$ cat src/design/assert_macros.svh
// Concurrent assertion helpers used by the mapper core.
`ifndef ASSERT_MACROS_SVH
`define ASSERT_MACROS_SVH

// Checked on every rising edge of clk while the block is out of reset.
`define GTKM_ASSERT(lbl, prop, msg) \
  lbl: assert property (@(posedge clk) disable iff (!rst_n) prop) else $error(msg);

// Checked on every rising edge of clk, reset included.
`define GTKM_ASSERT_ALWAYS(lbl, prop, msg) \
  lbl: assert property (@(posedge clk) prop) else $error(msg);

`endif

$ cat src/design/gtkm_pkg.sv
package gtkm_pkg;

  typedef enum logic [2:0] {
    EV_KEY_DOWN   = 3'd0,
    EV_KEY_UP     = 3'd1,
    EV_TOUCH_DOWN = 3'd2,
    EV_TOUCH_MOVE = 3'd3,
    EV_TOUCH_UP   = 3'd4
  } event_kind_t;

  typedef enum logic [2:0] {
    REG_FACE_LAYOUT = 3'd0,
    REG_SURF_WIDTH  = 3'd1,
    REG_SURF_HEIGHT = 3'd2,
    REG_DEADZONE    = 3'd3,
    REG_LEFT_LIMIT  = 3'd4,
    REG_RIGHT_LIMIT = 3'd5
  } reg_index_t;

  localparam logic [14:0] FULL_SCALE  = 15'd32767;
  localparam logic [7:0]  KEY_ACCEPT  = 8'd23;
  localparam logic [7:0]  KEY_BACK    = 8'd4;
  localparam logic [24:0] DEN_WIDE    = 25'(960 * 32767);
  localparam logic [24:0] DEN_NARROW  = 25'(544 * 32767);

  // Fixed button to key table; face buttons are overridden by the layout.
  function automatic logic [7:0] key_lookup(input logic [3:0] btn);
    logic [7:0] code;
    case (btn)
      4'd2:    code = 8'd99;
      4'd3:    code = 8'd100;
      4'd4:    code = 8'd109;
      4'd6:    code = 8'd108;
      4'd9:    code = 8'd102;
      4'd10:   code = 8'd103;
      4'd11:   code = 8'd19;
      4'd12:   code = 8'd20;
      4'd13:   code = 8'd21;
      4'd14:   code = 8'd22;
      default: code = 8'd0;
    endcase
    return code;
  endfunction

  // Coordinate map terms, selected by {stick, y axis}.
  function automatic logic [24:0] coord_base(input logic [1:0] sel);
    logic [24:0] b;
    case (sel)
      2'd0:    b = 25'(192 * 32767);
      2'd1:    b = 25'(75 * 32767);
      2'd2:    b = 25'(786 * 32767);
      default: b = 25'(180 * 32767);
    endcase
    return b;
  endfunction

  function automatic logic signed [8:0] coord_gain(input logic [1:0] sel);
    logic signed [8:0] g;
    case (sel)
      2'd0:    g = 9'sd75;
      2'd1:    g = 9'sd75;
      2'd2:    g = 9'sd155;
      default: g = -9'sd105;
    endcase
    return g;
  endfunction

endpackage

$ cat src/design/gamepad_to_touch_key_mapper_core.sv
// One item is in flight at a time.
// Button items: an unmapped button is dropped. The key result is valid
// in the cycle after acceptance.
// Axis items: each of four magnitudes needs no divide at rest, else a 15-step
// divide. Planning follows. Each touch result then has two coordinates, each a
// setup, a multiply and a divide, and then its output.
// The output holds while out_stall is high.
// Synchronous active-low reset restores the register defaults, clears the stored
// axis samples and the touch-active flags; there is no clearing pass.
`include "assert_macros.svh"

module gamepad_to_touch_key_mapper_core
  import gtkm_pkg::*;
(
  input  logic        clk,
  input  logic        rst_n,
  input  logic        in_valid,
  output logic        in_stall,
  input  logic        in_func,
  input  logic        in_pressed,
  input  logic [3:0]  in_button_id,
  input  logic [2:0]  in_axis_id,
  input  logic signed [15:0] in_axis_value,
  output logic        out_valid,
  input  logic        out_stall,
  output logic [2:0]  out_event_kind,
  output logic [7:0]  out_key_code,
  output logic        out_touch_surface,
  output logic [15:0] out_pos_x,
  output logic [15:0] out_pos_y,
  output logic        out_last,
  input  logic        cfg_psel,
  input  logic        cfg_penable,
  input  logic        cfg_pwrite,
  input  logic [4:0]  cfg_paddr,
  input  logic [31:0] cfg_pwdata,
  output logic [31:0] cfg_prdata,
  output logic        cfg_pready
);

  typedef enum logic [2:0] {
    S_IDLE, S_MAG, S_DIV, S_PLAN, S_CINIT, S_CMUL, S_OUT
  } state_t;

  state_t       state_r;
  logic         face_r;
  logic [11:0]  width_r, height_r;
  logic [14:0]  dz_r, llim_r, rlim_r;
  logic [15:0]  axis_r [4];
  logic signed [15:0] mag_r [4];
  logic         lact_r, ract_r;
  logic [1:0]   idx_r;
  logic         neg_r;
  logic         div_mag_r;
  logic [25:0]  rem_r;
  logic [15:0]  low_r;
  logic [15:0]  quo_r;
  logic [24:0]  den_r;
  logic [4:0]   cnt_r;
  logic [36:0]  acc_r;
  logic [24:0]  inner_r;
  logic [11:0]  size_r;
  logic         coord_y_r;
  logic [1:0]   res_idx_r, res_cnt_r;
  event_kind_t  slot_kind_r [3];
  logic         slot_surf_r [3];
  event_kind_t  out_kind_r;
  logic [7:0]   out_key_r;
  logic         out_surf_r;
  logic [15:0]  out_x_r, out_y_r;
  logic         out_last_r;

  // Configuration port.
  logic       cfg_wr;
  reg_index_t cfg_idx;
  assign cfg_pready = 1'b1;
  assign cfg_wr     = cfg_psel && cfg_penable && cfg_pwrite;
  assign cfg_idx    = reg_index_t'(cfg_paddr[4:2]);

  always_comb begin
    cfg_prdata = 32'd0;
    unique case (cfg_idx)
      REG_FACE_LAYOUT: cfg_prdata = {31'd0, face_r};
      REG_SURF_WIDTH:  cfg_prdata = {20'd0, width_r};
      REG_SURF_HEIGHT: cfg_prdata = {20'd0, height_r};
      REG_DEADZONE:    cfg_prdata = {17'd0, dz_r};
      REG_LEFT_LIMIT:  cfg_prdata = {17'd0, llim_r};
      REG_RIGHT_LIMIT: cfg_prdata = {17'd0, rlim_r};
      default:         cfg_prdata = 32'd0;
    endcase
  end

  // Button key lookup.
  logic [7:0] btn_code;
  always_comb begin
    if (in_button_id == {3'd0, ~face_r})      btn_code = KEY_ACCEPT;
    else if (in_button_id == {3'd0, face_r})  btn_code = KEY_BACK;
    else                                      btn_code = key_lookup(in_button_id);
  end

  // Magnitude setup for the stored sample selected by idx_r.
  logic [15:0] raw, absv;
  logic [14:0] mag_m, diff;
  logic [29:0] mag_num;
  logic        at_rest;
  always_comb begin
    raw     = axis_r[idx_r];
    absv    = raw[15] ? (~raw + 16'd1) : raw;
    mag_m   = (raw == 16'h8000) ? FULL_SCALE : absv[14:0];
    at_rest = (mag_m <= dz_r);
    diff    = mag_m - dz_r;
    mag_num = {diff, 15'd0} - {15'd0, diff};
  end

  // Shared restoring divider step: one quotient bit per cycle.
  logic [26:0] div_cat;
  logic        div_bit;
  logic [25:0] rem_nxt;
  logic [15:0] quo_nxt;
  logic [14:0] lim_sel, s_clamp;
  always_comb begin
    div_cat = {rem_r, low_r[15]};
    div_bit = (div_cat >= {2'd0, den_r});
    rem_nxt = div_bit ? 26'(div_cat - {2'd0, den_r}) : div_cat[25:0];
    quo_nxt = {quo_r[14:0], div_bit};
    lim_sel = idx_r[1] ? rlim_r : llim_r;
    s_clamp = (quo_nxt[14:0] > lim_sel) ? lim_sel : quo_nxt[14:0];
  end

  // Result plan for an axis item.
  logic        left_defl, right_defl, left_two, right_two;
  event_kind_t plan_kind [3];
  logic        plan_surf [3];
  logic [1:0]  plan_cnt;
  always_comb begin
    left_defl  = (mag_r[0] != 16'sd0) || (mag_r[1] != 16'sd0);
    right_defl = (mag_r[2] != 16'sd0) || (mag_r[3] != 16'sd0);
    left_two   = left_defl && !lact_r;
    right_two  = right_defl && !ract_r;
    plan_cnt   = 2'd0;
    for (int i = 0; i < 3; i++) begin
      plan_kind[i] = EV_TOUCH_MOVE;
      plan_surf[i] = 1'b0;
    end
    if (left_two) begin
      plan_kind[plan_cnt] = EV_TOUCH_DOWN;
      plan_cnt = plan_cnt + 2'd1;
    end
    if (left_defl) begin
      plan_kind[plan_cnt] = EV_TOUCH_MOVE;
      plan_cnt = plan_cnt + 2'd1;
    end else if (lact_r) begin
      plan_kind[plan_cnt] = EV_TOUCH_UP;
      plan_cnt = plan_cnt + 2'd1;
    end
    // Both sticks starting in one item would overflow; the right one waits.
    if (!(left_two && right_two)) begin
      if (right_two) begin
        plan_kind[plan_cnt] = EV_TOUCH_DOWN;
        plan_surf[plan_cnt] = 1'b1;
        plan_cnt = plan_cnt + 2'd1;
      end
      if (right_defl) begin
        plan_kind[plan_cnt] = EV_TOUCH_MOVE;
        plan_surf[plan_cnt] = 1'b1;
        plan_cnt = plan_cnt + 2'd1;
      end else if (ract_r) begin
        plan_kind[plan_cnt] = EV_TOUCH_UP;
        plan_surf[plan_cnt] = 1'b1;
        plan_cnt = plan_cnt + 2'd1;
      end
    end
  end

  // Coordinate setup: inner = base*32767 + gain*s, never negative.
  logic [1:0]         csel;
  logic signed [15:0] cs;
  logic signed [25:0] cprod, cinner;
  logic [24:0]        cden;
  logic [36:0]        acc_nxt;
  logic [41:0]        ctotal;
  always_comb begin
    csel    = {slot_surf_r[res_idx_r], coord_y_r};
    cs      = (slot_kind_r[res_idx_r] == EV_TOUCH_MOVE) ? mag_r[csel] : 16'sd0;
    cprod   = 26'(coord_gain(csel) * cs);
    cinner  = $signed({1'b0, coord_base(csel)}) + cprod;
    cden    = coord_y_r ? DEN_NARROW : DEN_WIDE;
    acc_nxt = {acc_r[35:0], 1'b0} + (size_r[11] ? {12'd0, inner_r} : 37'd0);
    ctotal  = {1'b0, acc_nxt, 4'd0} + {18'd0, cden[24:1]};
  end

  always_ff @(posedge clk) begin
    if (!rst_n) begin
      state_r    <= S_IDLE;
      face_r     <= 1'b0;
      width_r    <= 12'd640;
      height_r   <= 12'd480;
      dz_r       <= 15'd4915;
      llim_r     <= 15'd24903;
      rlim_r     <= 15'd32767;
      for (int i = 0; i < 4; i++) axis_r[i] <= 16'd0;
      lact_r     <= 1'b0;
      ract_r     <= 1'b0;
      res_idx_r  <= 2'd0;
      res_cnt_r  <= 2'd0;
      out_last_r <= 1'b0;
    end else begin
      if (cfg_wr) begin
        case (cfg_idx)
          REG_FACE_LAYOUT: face_r   <= cfg_pwdata[0];
          REG_SURF_WIDTH:  width_r  <= cfg_pwdata[11:0];
          REG_SURF_HEIGHT: height_r <= cfg_pwdata[11:0];
          REG_DEADZONE:    dz_r     <= cfg_pwdata[14:0];
          REG_LEFT_LIMIT:  llim_r   <= cfg_pwdata[14:0];
          REG_RIGHT_LIMIT: rlim_r   <= cfg_pwdata[14:0];
          default: ;
        endcase
      end
      unique case (state_r)
        S_IDLE: begin
          if (in_valid) begin
            if (!in_func) begin
              if (btn_code != 8'd0) begin
                out_kind_r <= in_pressed ? EV_KEY_DOWN : EV_KEY_UP;
                out_key_r  <= btn_code;
                out_surf_r <= 1'b0;
                out_x_r    <= 16'd0;
                out_y_r    <= 16'd0;
                out_last_r <= 1'b1;
                res_idx_r  <= 2'd0;
                res_cnt_r  <= 2'd1;
                state_r    <= S_OUT;
              end
            end else if (!in_axis_id[2]) begin
              axis_r[in_axis_id[1:0]] <= in_axis_value;
              idx_r   <= 2'd0;
              state_r <= S_MAG;
            end
          end
        end
        S_MAG: begin
          if (at_rest) begin
            mag_r[idx_r] <= 16'sd0;
            idx_r        <= idx_r + 2'd1;
            if (idx_r == 2'd3) state_r <= S_PLAN;
          end else begin
            neg_r     <= raw[15];
            div_mag_r <= 1'b1;
            rem_r     <= {11'd0, mag_num[29:15]};
            low_r     <= {mag_num[14:0], 1'b0};
            den_r     <= {10'd0, FULL_SCALE - dz_r};
            quo_r     <= 16'd0;
            cnt_r     <= 5'd15;
            state_r   <= S_DIV;
          end
        end
        S_DIV: begin
          rem_r <= rem_nxt;
          low_r <= {low_r[14:0], 1'b0};
          quo_r <= quo_nxt;
          cnt_r <= cnt_r - 5'd1;
          if (cnt_r == 5'd1) begin
            if (div_mag_r) begin
              mag_r[idx_r] <= neg_r ? -$signed({1'b0, s_clamp}) : $signed({1'b0, s_clamp});
              idx_r        <= idx_r + 2'd1;
              state_r      <= (idx_r == 2'd3) ? S_PLAN : S_MAG;
            end else if (!coord_y_r) begin
              out_x_r   <= quo_nxt;
              coord_y_r <= 1'b1;
              state_r   <= S_CINIT;
            end else begin
              out_y_r    <= quo_nxt;
              out_kind_r <= slot_kind_r[res_idx_r];
              out_surf_r <= slot_surf_r[res_idx_r];
              out_key_r  <= 8'd0;
              out_last_r <= (res_idx_r + 2'd1 == res_cnt_r);
              state_r    <= S_OUT;
            end
          end
        end
        S_PLAN: begin
          for (int i = 0; i < 3; i++) begin
            slot_kind_r[i] <= plan_kind[i];
            slot_surf_r[i] <= plan_surf[i];
          end
          res_cnt_r <= plan_cnt;
          res_idx_r <= 2'd0;
          coord_y_r <= 1'b0;
          lact_r    <= left_defl;
          if (!(left_two && right_two)) ract_r <= right_defl;
          state_r   <= (plan_cnt == 2'd0) ? S_IDLE : S_CINIT;
        end
        S_CINIT: begin
          inner_r   <= cinner[24:0];
          size_r    <= coord_y_r ? height_r : width_r;
          den_r     <= cden;
          acc_r     <= 37'd0;
          div_mag_r <= 1'b0;
          cnt_r     <= 5'd12;
          state_r   <= S_CMUL;
        end
        S_CMUL: begin
          acc_r  <= acc_nxt;
          size_r <= {size_r[10:0], 1'b0};
          cnt_r  <= cnt_r - 5'd1;
          if (cnt_r == 5'd1) begin
            // The rounded quotient stays below 2^16, so the top bits seed the remainder.
            rem_r   <= ctotal[41:16];
            low_r   <= ctotal[15:0];
            quo_r   <= 16'd0;
            cnt_r   <= 5'd16;
            state_r <= S_DIV;
          end
        end
        S_OUT: begin
          if (!out_stall) begin
            if (out_last_r) begin
              state_r <= S_IDLE;
            end else begin
              res_idx_r <= res_idx_r + 2'd1;
              coord_y_r <= 1'b0;
              state_r   <= S_CINIT;
            end
          end
        end
        default: state_r <= S_IDLE;
      endcase
    end
  end

  assign in_stall          = (state_r != S_IDLE);
  assign out_valid         = (state_r == S_OUT);
  assign out_event_kind    = out_kind_r;
  assign out_key_code      = out_key_r;
  assign out_touch_surface = out_surf_r;
  assign out_pos_x         = out_x_r;
  assign out_pos_y         = out_y_r;
  assign out_last          = out_last_r;

  logic out_is_key, out_key_ok, last_exp;
  assign out_is_key = (out_event_kind == EV_KEY_DOWN) || (out_event_kind == EV_KEY_UP);
  assign out_key_ok = (out_pos_x == 16'd0) && (out_pos_y == 16'd0) && !out_touch_surface;
  assign last_exp   = (res_idx_r + 2'd1 == res_cnt_r);

  `GTKM_ASSERT(a_busy_stalls, (state_r != S_IDLE) |-> in_stall, "input taken while busy")
  `GTKM_ASSERT(a_key_clean, (out_valid && out_is_key) |-> out_key_ok, "key result has touch data")
  `GTKM_ASSERT(a_last_flag, out_valid |-> (out_last == last_exp), "last flag mismatch")
  `GTKM_ASSERT(a_res_count, res_cnt_r != 2'd3 || res_idx_r != 2'd3, "result slot overrun")
  `GTKM_ASSERT(a_done_idle, (out_valid && out_last && !out_stall) |=> (state_r == S_IDLE),
               "no return to idle after last result")

endmodule
$ cat config.mk
export PLATFORM = sky130hd
export DESIGN_NAME = gamepad_to_touch_key_mapper_core
export DESIGN_NICKNAME = d
export VERILOG_FILES = /design/src/design/gtkm_pkg.sv /design/src/design/gamepad_to_touch_key_mapper_core.sv
export VERILOG_INCLUDE_DIRS = /design/src /design/src/design
export SDC_FILE = /design/constraint.sdc
export NUM_CORES = 1
export LEC_CHECK = 0
export BUFFER_PORTS_ARGS = -buffer_cell sky130_fd_sc_hd__buf_2
export CORE_UTILIZATION = 56
export DETAILED_ROUTE_END_ITERATION = 12
export GPL_ROUTABILITY_DRIVEN = 0
export PLACE_DENSITY = 0.74
export SLEW_MARGIN = 20
export SYNTH_ARGS = -nofsm -noshare
export SYNTH_HDL_FRONTEND = slang
export SYNTH_SLANG_ARGS = --single-unit
export TNS_END_PERCENT = 100
$ cat constraint.sdc
create_clock -name clk -period 14.3 [get_ports clk]
set_clock_uncertainty 0.2 [all_clocks]
set_input_delay 1.43 -clock clk [delete_from_list [all_inputs] [get_ports clk]]
set_output_delay 1.43 -clock clk [all_outputs]
set_load 0.01 [all_outputs]
==> impl_metrics.ini <==
[setup_path]
startpoint_type = flip-flop
critPathMostFrequentCell = inv_1
path_class = flip-flop to flip-flop
required_ps = 14440
cp_slowest_cell = o41ai_1
crit_path_max_fanout = 44
end_kind = flip-flop
rr_worst_depth = 29
critPathMaxStageDelay_ps = 700
crit_arrival_ps = 9300

[die]
core-area_um2 = 53000
die-height_um = 234
initial_utilization = 0.571
io-pin-count = 149
die_x_um = 234
die-area_um2 = 55000
rows = 84

[yosys]
ys_warn_count = 0
yosys.area.top_type = edfxtp_1
yosysTopAreaCellShare = 0.336
netlist_top_cells_area = edfxtp_1, ha_1, fa_1, dfxtp_1, nand2_1
yosysSeqAreaShare = 0.392
yosys.cell_types.count = 98
ys_seq_elements = 423
async_flop_share = 0
synthCells = 3106
syn_area_um2 = 30300
synth_edf_count = 339
synth_top_flop_cell = edfxtp_1
syn_avg_cell_area_um2 = 9.74

[routing]
drt_pre_antenna_iters = 7
wire_per_inst_um = 19.3
postRouteAntennaNets = 0
vias_per_cell = 6.06
vias = 23500
drc = 0
drtIter0Drc = 2128
wl_um = 74800

[layout]
finalCoreUtilization = 0.620
area_growth_pct = 8.46
layout_commonest_cell = nand2_1
final_nets = 3532
final_cell_mix = nand2_1, edfxtp_1, inv_1
drive_gt1_frac = 0.0916

[clock_network]
cts_tree = done
worstSkewPairLatency_ps = 600
path_clk_slew_ps = 60
cts_setup_buffers = 0
cts.sinks = 423
htreeDepth = 2
clk_path_buf_depth = 3
cts_resized = 0
cts_buffers = 45
cts_hold_buf = 0
root_buffer = clkbuf_16

[pwr]
p_leak_nw = 13.6
sw_frac_of_total = 0.403
p_comb_frac = 0.486
seqPwrFrac = 0.303
total_power_w = 0.00572
switching_power_w = 0.00231
power_density_nw_per_um2 = 174
clock_power_share = 0.211
p_int_w = 0.00341
vdd_drop_max_v = 0.000126

[placed_design]
dp_hpwl_um = 55100
port_buffers = 110
post-place-ws_ps = 5420

[timing]
tns_ps = 0
final_hold_viol_count = 0
post-route-min-period_ps = 9160
tightest_slew_ps = 1160
hold_ws_ps = 275
rsz0062_at_grt = no
fin_ws_ps = 5140
setup_viol = 0
max_freq_mhz = 109
slew_headroom = 0.226
drv_slew = 0
period_share = 0.641

[hold_path]
hold_path_depth = 2
hold_class = flip-flop to flip-flop

[global_routing]
overflow = 0
grt_usage = 0.271
grt_pass1_wl_um = 118000
grt_max_degree = 52
grt_pass1_vias = 22700
grt_antenna_before_repair = 2

[flow_run]
drv_cap = 0

[status]
status = finished clean
## metrics by stage
stage                     instances  cell area (µm²)
after floorplan                3123            30300
after global placement         3793            31300
after detailed placement       3793            31300
after CTS                      3876            32800
after global routing           3877            32800
final                          3877            32800
## worst max-delay path, delay by kind of cell, from the launching register on
kind                       cells  cell delay [ps]
and+or+nand+nor                3              900
buffers and inverters          8             1470
adders and majority gates      7             2870
AOI/OAI and AO/OA              9             2680
muxes                          1              220
xor gates and xnor gates       1               80
DFF                            1              460
## cells by family (layout without fill, tap and decap cells)
logic type / count (synthesis) / count (layout) / synth area share
flops: 423 / 423 / 0.392
xor+xnor: 147 / 147 / 0.0428
buf+inv: 436 / 501 / 0.0580
simple gates: 1081 / 1081 / 0.171
other cells: 2 / 20 / 0.000248
mux: 121 / 121 / 0.0552
fa+ha+maj: 311 / 311 / 0.156
compound gates: 585 / 585 / 0.125
## flip-flops by register name, summed over array words and instances, names as in the netlist, 9 cells and up, named ones only
| name | count |
|---|---|
| axis_r | 64 |
| mag_r | 64 |
| acc_r | 36 |
| rem_r | 26 |
| inner_r | 25 |
| den_r | 18 |
| out_pos_x | 16 |
| out_pos_y | 16 |
| dz_r | 15 |
| llim_r | 15 |
| low_r | 15 |
| quo_r | 15 |
| rlim_r | 15 |
| height_r | 12 |
| size_r | 12 |
| width_r | 12 |
| slot_kind_r | 9 |
## metal layers
layer	vias up	GRT usage	part of all wire
met5	-	0	0.00015
met4	2	0.0895	0.030
met3	144	0.0375	0.073
met2	957	0.445	0.47
met1	11300	0.369	0.42
li1	11000	-	-
## cell type report
class | count | area [µm²]
antenna | 1 | 2.50
clock inverter | 26 | 299
inverter | 280 | 1050
tap | 688 | 861
multi-input combinational | 2264 | 16800
sequential | 423 | 11900
clock buffer | 57 | 1210
fill | 4339 | 20100
timing repair buffer | 138 | 761
## final timing paths
check,from,to,slack (ps)
hold / removal,width_r[1]$_SDFFE_PN0P_,width_r[1]$_SDFFE_PN0P_,280
setup reg to reg,flip-flop,inner_r[23]$_DFFE_PP_,5140
setup / recovery,flip-flop,inner_r[23]$_DFFE_PP_,5140
hold reg to reg,width_r[1]$_SDFFE_PN0P_,width_r[1]$_SDFFE_PN0P_,280
## cell usage after synthesis, types with 20 or more instances
master	number
clkbuf_1	118
a21o_1	44
mux2_2	20
dfxtp_1	84
xnor2_1	96
inv_1	278
or3_1	21
nand3_1	80
a21oi_1	160
o211ai_1	21
buf_4	21
edfxtp_1	339
mux2i_1	69
o22ai_1	25
o21a_1	26
nand2b_1	28
nand4_1	23
ha_1	202
nor3_1	59
and2_1	103
nor2_1	248
nor2b_1	30
a31oi_1	20
and3_1	63
o21ai_0	109
nor4_1	23
mux4_2	23
xor2_1	50
fa_1	109
nand2_1	349
## power groups by stage
stage | Combinational [W] | Clock (W) | Sequential (W)
after floorplan | 0.00211 | 0 | 0.00171
after global placement | 0.00264 | 0 | 0.00175
after detailed placement | 0.00273 | 0 | 0.00175
after CTS | 0.00275 | 0.00122 | 0.00173
after global routing | 0.00305 | 0.00127 | 0.00175
final | 0.00278 | 0.00121 | 0.00173
Power figures use the tool's default switching activity.
